$ cat config.mk
export PLATFORM = sky130hd
export DESIGN_NAME = arm_data_processing_unit
export DESIGN_NICKNAME = d
export VERILOG_FILES = /design/src/rtl/adpu_pkg.sv /design/src/rtl/adpu_shifter.sv /design/src/rtl/adpu_alu.sv /design/src/rtl/arm_data_processing_unit.sv
export SDC_FILE = /design/constraint.sdc
export NUM_CORES = 2
export LEC_CHECK = 0
export BUFFER_PORTS_ARGS = -buffer_cell sky130_fd_sc_hd__clkbuf_2
export CAP_MARGIN = 0
export CORE_ASPECT_RATIO = 1.2
export CORE_UTILIZATION = 35
export DETAILED_ROUTE_END_ITERATION = 6
export PLACE_DENSITY = 0.48
export SLEW_MARGIN = 5
export SYNTH_ARGS = -nofsm -noshare
export SYNTH_HDL_FRONTEND = slang
export SYNTH_HIERARCHICAL = 1
export SYNTH_SLANG_ARGS = --single-unit
$ cat constraint.sdc
create_clock -name i_clk -period 21.3 [get_ports i_clk]
set_input_delay 6.39 -clock i_clk [delete_from_list [all_inputs] [get_ports i_clk]]
set_output_delay 6.39 -clock i_clk [all_outputs]
set_load 0.005 [all_outputs]
$ cat src/rtl/adpu_pkg.sv
// ----------------------------------------------------------------------------
// adpu_pkg
// shared types, codes and helpers of the data processing unit
// ----------------------------------------------------------------------------
package adpu_pkg;

    typedef enum logic [3:0] {
        CLS_DP    = 4'd0,
        CLS_CFAIL = 4'd1,
        CLS_BX    = 4'd2,
        CLS_SWP   = 4'd3,
        CLS_MUL   = 4'd4,
        CLS_MULL  = 4'd5,
        CLS_HALF  = 4'd6,
        CLS_SDT   = 4'd7,
        CLS_BDT   = 4'd8,
        CLS_B     = 4'd9,
        CLS_BL    = 4'd10,
        CLS_CDT   = 4'd11,
        CLS_CDP   = 4'd12,
        CLS_CRT   = 4'd13,
        CLS_SWI   = 4'd14
    } t_op_class;

    localparam logic [3:0] OP_AND = 4'h0, OP_EOR = 4'h1, OP_SUB = 4'h2, OP_RSB = 4'h3,
                           OP_ADD = 4'h4, OP_ADC = 4'h5, OP_SBC = 4'h6, OP_RSC = 4'h7,
                           OP_TST = 4'h8, OP_TEQ = 4'h9, OP_CMP = 4'hA, OP_CMN = 4'hB,
                           OP_ORR = 4'hC, OP_MOV = 4'hD, OP_BIC = 4'hE, OP_MVN = 4'hF;

    localparam logic [3:0] REG_PC = 4'd15;

    // result beat between the execute stage and the output stage
    typedef struct packed {
        t_op_class   op_class;
        logic [31:0] result_value;
        logic [3:0]  dest_index;
        logic        dest_written;
        logic [3:0]  flags_now;
        logic [2:0]  cycle_estimate;
    } t_result;

    function automatic logic cond_pass(input logic [3:0] cond, input logic [3:0] f);
        logic n, z, c, v, p;
        n = f[3]; z = f[2]; c = f[1]; v = f[0];
        case (cond)
            4'h0: p = z;
            4'h1: p = !z;
            4'h2: p = c;
            4'h3: p = !c;
            4'h4: p = n;
            4'h5: p = !n;
            4'h6: p = v;
            4'h7: p = !v;
            4'h8: p = c && !z;
            4'h9: p = !c || z;
            4'hA: p = (n == v);
            4'hB: p = (n != v);
            4'hC: p = !z && (n == v);
            4'hD: p = z || (n != v);
            4'hE: p = 1'b1;
            default: p = 1'b0;
        endcase
        return p;
    endfunction

    function automatic t_op_class classify(input logic [31:0] w);
        t_op_class c;
        case (w[27:25])
            3'd0: begin
                if ((w & 32'h0FFFFFF0) == 32'h012FFF10) c = CLS_BX;
                else if ((w & 32'h0FB00FF0) == 32'h01000090) c = CLS_SWP;
                else if ((w & 32'h0F8000F0) == 32'h00800090) c = CLS_MULL;
                else if ((w & 32'h0FC000F0) == 32'h00000090) c = CLS_MUL;
                else if ((w & 32'h0E000090) == 32'h00000090)
                    c = (w[6:5] == 2'd0) ? CLS_SWP : CLS_HALF;
                else c = CLS_DP;
            end
            3'd1: c = CLS_DP;
            3'd2, 3'd3: c = CLS_SDT;
            3'd4: c = CLS_BDT;
            3'd5: c = w[24] ? CLS_BL : CLS_B;
            3'd6: c = CLS_CDT;
            default: c = w[24] ? CLS_SWI : (w[4] ? CLS_CRT : CLS_CDP);
        endcase
        return c;
    endfunction

endpackage

$ cat src/rtl/adpu_shifter.sv
// ----------------------------------------------------------------------------
// adpu_shifter
// barrel shifter forming operand 2 and the shifter carry out
// ----------------------------------------------------------------------------
module adpu_shifter (
    input  logic [31:0] i_instr,
    input  logic [31:0] i_rm,
    input  logic [31:0] i_rs,
    input  logic        i_cin,
    output logic [31:0] o_op2,
    output logic        o_cout
);
    import adpu_pkg::*;

    logic [1:0]  typ;
    logic [7:0]  amt;
    logic [4:0]  rot;
    logic [63:0] dbl;
    logic [31:0] v;
    logic [31:0] ror_v;
    logic [31:0] lsl_v;
    logic [31:0] lsr_v;
    logic [31:0] asr_v;
    logic [4:0]  a5;
    logic [63:0] imm_d;
    logic [31:0] imm_r;

    assign typ = i_instr[6:5];
    assign v   = i_rm;
    assign amt = i_instr[4] ? i_rs[7:0] : {3'd0, i_instr[11:7]};
    assign a5  = amt[4:0];
    assign dbl = {v, v} >> a5;
    assign ror_v = dbl[31:0];
    assign lsl_v = v << a5;
    assign lsr_v = v >> a5;
    assign asr_v = $unsigned($signed(v) >>> a5);
    assign rot   = {i_instr[11:8], 1'b0};
    assign imm_d = {24'd0, i_instr[7:0], 24'd0, i_instr[7:0]} >> rot;
    assign imm_r = imm_d[31:0];

    // lsl carry is bit 32 - amount, taken modulo 32
    always_comb begin
        o_op2  = v;
        o_cout = i_cin;
        if (i_instr[25]) begin
            o_op2 = imm_r;
            if (rot != 5'd0) o_cout = imm_r[31];
        end else if (i_instr[4]) begin
            if (amt != 8'd0) begin
                case (typ)
                    2'd0: begin
                        if (amt < 8'd32) begin
                            o_op2 = lsl_v; o_cout = v[5'd0 - a5];
                        end else begin
                            o_op2 = '0; o_cout = (amt == 8'd32) ? v[0] : 1'b0;
                        end
                    end
                    2'd1: begin
                        if (amt < 8'd32) begin
                            o_op2 = lsr_v; o_cout = v[a5 - 5'd1];
                        end else begin
                            o_op2 = '0; o_cout = (amt == 8'd32) ? v[31] : 1'b0;
                        end
                    end
                    2'd2: begin
                        if (amt < 8'd32) begin
                            o_op2 = asr_v; o_cout = v[a5 - 5'd1];
                        end else begin
                            o_op2 = {32{v[31]}}; o_cout = v[31];
                        end
                    end
                    default: begin
                        if (a5 == 5'd0) o_cout = v[31];
                        else begin
                            o_op2 = ror_v; o_cout = v[a5 - 5'd1];
                        end
                    end
                endcase
            end
        end else begin
            case (typ)
                2'd0: begin
                    if (a5 != 5'd0) begin
                        o_op2 = lsl_v; o_cout = v[5'd0 - a5];
                    end
                end
                2'd1: begin
                    if (a5 == 5'd0) begin
                        o_op2 = '0; o_cout = v[31];
                    end else begin
                        o_op2 = lsr_v; o_cout = v[a5 - 5'd1];
                    end
                end
                2'd2: begin
                    if (a5 == 5'd0) begin
                        o_op2 = {32{v[31]}}; o_cout = v[31];
                    end else begin
                        o_op2 = asr_v; o_cout = v[a5 - 5'd1];
                    end
                end
                default: begin
                    if (a5 == 5'd0) begin
                        o_op2 = {i_cin, v[31:1]}; o_cout = v[0];
                    end else begin
                        o_op2 = ror_v; o_cout = v[a5 - 5'd1];
                    end
                end
            endcase
        end
    end
endmodule

$ cat src/rtl/adpu_alu.sv
// ----------------------------------------------------------------------------
// adpu_alu
// sixteen data processing operations with carry and overflow
// ----------------------------------------------------------------------------
module adpu_alu (
    input  logic [3:0]  i_op,
    input  logic [31:0] i_a,
    input  logic [31:0] i_b,
    input  logic        i_cf,
    input  logic        i_vf,
    input  logic        i_sc,
    output logic [31:0] o_res,
    output logic        o_c,
    output logic        o_v
);
    import adpu_pkg::*;

    logic [31:0] x, y, r;
    logic        ci, arith;
    logic [32:0] s;

    always_comb begin
        arith = 1'b1;
        x = i_a; y = i_b; ci = 1'b0;
        case (i_op)
            OP_SUB, OP_CMP: begin y = ~i_b; ci = 1'b1; end
            OP_RSB: begin x = i_b; y = ~i_a; ci = 1'b1; end
            OP_ADD, OP_CMN: ci = 1'b0;
            OP_ADC: ci = i_cf;
            OP_SBC: begin y = ~i_b; ci = i_cf; end
            OP_RSC: begin x = i_b; y = ~i_a; ci = i_cf; end
            default: arith = 1'b0;
        endcase
    end

    assign s = {1'b0, x} + {1'b0, y} + {32'd0, ci};
    assign r = s[31:0];

    always_comb begin
        case (i_op)
            OP_AND, OP_TST: o_res = i_a & i_b;
            OP_EOR, OP_TEQ: o_res = i_a ^ i_b;
            OP_ORR:         o_res = i_a | i_b;
            OP_MOV:         o_res = i_b;
            OP_BIC:         o_res = i_a & ~i_b;
            OP_MVN:         o_res = ~i_b;
            default:        o_res = r;
        endcase
        o_c = arith ? s[32] : i_sc;
        o_v = arith ? (((x ^ r) & (y ^ r)) >> 31) != 32'd0 : i_vf;
    end
endmodule

$ cat src/rtl/arm_data_processing_unit.sv
// ----------------------------------------------------------------------------
// arm_data_processing_unit
// ARMv4 data processing execute unit with barrel shifter
// ----------------------------------------------------------------------------
// One instruction per cycle unless stalled; the result beat is registered
// and appears in the cycle after acceptance. The sixteen registers live in
// flip-flops read at three ports in the execute cycle and written back at
// its end, so a following instruction always sees the previous write; flags
// likewise. Output is a single register stage that accepts a new beat when
// empty or being taken. Reset clears all registers and flags, no sweep needed.
module arm_data_processing_unit (
    input  logic        i_clk,
    input  logic        i_rst_n,
    input  logic        i_valid,
    output logic        o_stall,
    input  logic [31:0] i_instr_word,
    output logic        o_valid,
    input  logic        i_stall,
    output logic [3:0]  o_op_class,
    output logic [31:0] o_result_value,
    output logic [3:0]  o_dest_index,
    output logic        o_dest_written,
    output logic [3:0]  o_flags_now,
    output logic [2:0]  o_cycle_estimate
);
    import adpu_pkg::*;

    logic [31:0] r_regs [16];
    logic [3:0]  r_flags;
    logic        r_valid;
    t_result     r_out, n_out;

    logic        acc;
    logic [31:0] w;
    logic        regshift;
    logic [31:0] ahead;
    logic [31:0] rn, rm, rs;
    logic [31:0] op2, res;
    logic        sc, c, v;
    logic        pass, is_dp, wr;
    logic [3:0]  op, rd;
    logic [3:0]  n_flags;
    t_op_class   cls;

    assign o_stall = r_valid && i_stall;
    assign acc = i_valid && !o_stall;
    assign w   = i_instr_word;

    assign regshift = !w[25] && w[4];
    assign ahead = regshift ? 32'd12 : 32'd8;
    assign rn = (w[19:16] == REG_PC) ? r_regs[REG_PC] + ahead : r_regs[w[19:16]];
    assign rm = (w[3:0] == REG_PC) ? r_regs[REG_PC] + ahead : r_regs[w[3:0]];
    assign rs = (w[11:8] == REG_PC) ? r_regs[REG_PC] + ahead : r_regs[w[11:8]];
    assign op = w[24:21];
    assign rd = w[15:12];

    adpu_shifter u_shifter (
        .i_instr (w),
        .i_rm    (rm),
        .i_rs    (rs),
        .i_cin   (r_flags[1]),
        .o_op2   (op2),
        .o_cout  (sc)
    );

    adpu_alu u_alu (
        .i_op  (op),
        .i_a   (rn),
        .i_b   (op2),
        .i_cf  (r_flags[1]),
        .i_vf  (r_flags[0]),
        .i_sc  (sc),
        .o_res (res),
        .o_c   (c),
        .o_v   (v)
    );

    always_comb begin
        pass  = cond_pass(w[31:28], r_flags);
        cls   = pass ? classify(w) : CLS_CFAIL;
        is_dp = (cls == CLS_DP);
        wr    = is_dp && !(op inside {OP_TST, OP_TEQ, OP_CMP, OP_CMN});
        n_flags = r_flags;
        if (is_dp && w[20]) n_flags = {res[31], res == 32'd0, c, v};
        n_out.op_class       = cls;
        n_out.result_value   = is_dp ? res : 32'd0;
        n_out.dest_index     = rd;
        n_out.dest_written   = wr;
        n_out.flags_now      = n_flags;
        n_out.cycle_estimate = 3'd1 + ((is_dp && regshift) ? 3'd1 : 3'd0)
                               + ((wr && rd == REG_PC) ? 3'd3 : 3'd0);
    end

    always_ff @(posedge i_clk) begin
        if (!i_rst_n) begin
            r_valid <= 1'b0;
            r_flags <= '0;
            for (int i = 0; i < 16; i++) r_regs[i] <= '0;
        end else begin
            if (acc) begin
                r_valid <= 1'b1;
                r_flags <= n_flags;
                if (wr) r_regs[rd] <= res;
            end else if (!i_stall) begin
                r_valid <= 1'b0;
            end
        end
    end

    always_ff @(posedge i_clk) begin
        if (acc) r_out <= n_out;
    end

    assign o_valid          = r_valid;
    assign o_op_class       = r_out.op_class;
    assign o_result_value   = r_out.result_value;
    assign o_dest_index     = r_out.dest_index;
    assign o_dest_written   = r_out.dest_written;
    assign o_flags_now      = r_out.flags_now;
    assign o_cycle_estimate = r_out.cycle_estimate;
endmodule
==> summary.md <==
| Metric | Value |
|---|---|
| Status | `complete, but fails checks` |
| Max transition margin | `-0.0746` |
| Crit path DAT | `approximately 17 ns` |
| Initial antenna violation count | `18` |
| Critical path launch point type | `primary input` |
| Die area | `139,000 sq um` |
| Hold WC Path Type | `reg -> reg` |
| Design area | `between 50,000 and 60,000 sq um` |
| Final Setup Violations | `0` |
| CTS tree | `yes` |
| Final worst slack | `4.69 ns` |
| Hold slack | `0.580 ns` |
| PD cells | `78.0 nW/um^2` |
| CP max-delay cell | `nor2_1` |
| Period minus WS final | `16.61 ns` |
| CP top delay family | `simple AND/OR/NAND/NOR gates` |
| All-Layer GR Usage | `0.337` |
| Post-route setup TNS | `0 ns` |
| Max clock buf depth | `3` |
| Dpl hpwl | `about 150,000 um` |
| Final period utilization | `0.780` |
| DIE HEIGHT | `408 um` |
| Rows | `148` |
| Ports | `86` |
| Final ANT Viol Nets | `0` |
| Vias per cell | `between 6 and 7` |
| Worst-path clk slew | `0.07 ns` |
| VDD IR max | `0.0557 mV` |
| Num CTS Buffers | `69` |
| Initial Utilization | `0.354` |
| Tightest Pin Transition | `~1.6 ns` |
| Input/output buffers | `85` |
| First-pass GRT wire length | `335,000 um` |
| Core region area | `136,000 sq um` |
| Failing checks | `max-capacitance violations, max-slew violations` |
| Layout cells sized above 1 | `0.207` |
| Multi-input logic area | `about 29,000 sq um` |
| Total wire length | `approximately 240,000 um` |
| CP peak stage delay | `~0.75 ns` |
| Pin count of the biggest net entering global routing | `roughly 180` |
| Die span in x | `about 340 um` |
| Worst setup EP type | `flip-flop` |
| Setup Skew | `0.0442 ns` |
| Final Hold Vio Count | `0` |
| Largest fanout on the critical path | `42` |
| Skew-Pair Late Insertion Delay | `0.69 ns` |
| Unrepaired setup endpoints after global routing | `false` |
| Synth Warn # | `6` |
| Pre-CTS setup slack | `4.40 ns` |
| DR vias | `44,500` |
| Syn_area_per_cell | `10.1 sq um` |
| Gpl congestion | `1.07` |
| Fmax | `approximately 60 MHz` |
| Syn_nets | `approximately 4,900` |
| Max Slew Vio Count | `3` |
| Total power | `0.00411 W` |
| Placed cell area | `50,400 sq um` |
| Pre-antenna DRT Iters | `6` |
| Mapped cell area | `between 40,000 and 50,000 sq um` |
| Fillers | `~13,000` |
| Post-synthesis instance total | `4,768` |
| WP data required | `approximately 22 ns` |
| Area Growth Syn to Fin | `9.60%` |
| Max-cap violations | `1` |
| CTS H-tree depth | `3` |
| 1st-iter DRT viols | `6,401` |
| Post-route DRC | `0` |
| GRT Residual Overflow | `0` |
| TritonCTS Sinks | `565` |
| Worst setup path class | `in -> reg` |
| Cts hold-fix bufs | `0` |
| # nets final | `4,657` |
| Number of global-route vias before repair | `43,000` |
| Reg area | `16,900 sq um` |
| Buffers and inverters on the worst path | `5` |
| Static Leakage | `17.7 nW` |
| Post-CTS Setup Repair Bufs | `0` |
| Post_cts resized | `0` |
| Routed WL per cell | `37.6 um` |
| CTS root buf | `clkbuf_16` |
==> placed cells by master (no fill, tap or decap), drive strengths merged, types with 28 or more instances in the layout <==
cell type  count
a211oi        46
a21oi        207
a221oi        47
a31oi         41
and2         280
buf          216
clkbuf       166
edfxtp       560
ha            73
inv           92
mux2          58
mux2i        149
mux4         374
nand2        379
nand3        373
nor2         200
nor2b         52
nor3          51
nor4         306
o21ai        311
o221ai        42
o22ai         60
xnor2         28
xor2          60
==> report_power, final <==
group          leakage [nW]  switching (W)  internal [W]
clock network          1.12       0.000515      0.000723
registers              5.81      0.0000228       0.00126
logic                  10.8        0.00111      0.000485
total                  17.7        0.00164       0.00247
==> final timing paths <==
kind,start,end,slack [ns],depth (start not counted)
max reg2reg,r_regs[14][0],o_flags_now[2],11.00,30
min reg2reg,r_flags[3],r_flags[3],0.58,2
max,i_instr_word[8],o_flags_now[2],4.69,32
min,r_flags[3],r_flags[3],0.58,2
==> layout make-up <==
class	instances	area share
Clock inverter	33	0.00843
Inverter	93	0.00665
Timing Repair Buffer	294	0.0405
Sequential cell	565	0.321
Antenna cell	6	0.000285
Multi-Input combinational cell	3523	0.545
Clock buffer	88	0.0355
Tap cell	1800	0.0427
==> worst reg2reg max path: cells and delay by family (launching register included) <==
family	cells	cell delay (ns)
simple gates	10	3.50
mux	4	1.49
buf+inv	3	1.33
compound gates	10	2.35
fa+ha+maj	3	1.07
flops	1	0.39
==> per-stage QoR <==
| step | utilization | instances |
|---|---|---|
| CTS | 0.388 | 6396 |
| floorplan | - | 4768 |
| global placement | 0.371 | 6275 |
| finish | 0.388 | 6402 |
| detailed placement | 0.371 | 6275 |
| global route | 0.388 | 6397 |
==> registers in the layout (all words and copies together), names as in the netlist <==
signal,cells
o_op_class,4
o_cycle_estimate,3
o_result_value,32
r_regs,512
o_valid,1
o_dest_written,1
o_dest_index,4
o_flags_now,4
r_flags,4
==> routing by layer <==
layer / vias up / GRT usage / wire length [um]
li1: 18200 / - / -
met1: 22600 / 0.432 / 91100
met4: 10 / 0.214 / 17000
met5: - / 0 / 92
met2: 3062 / 0.515 / 108000
met3: 730 / 0.0728 / 25000
Note: power is estimated with default switching activity, not from simulation.
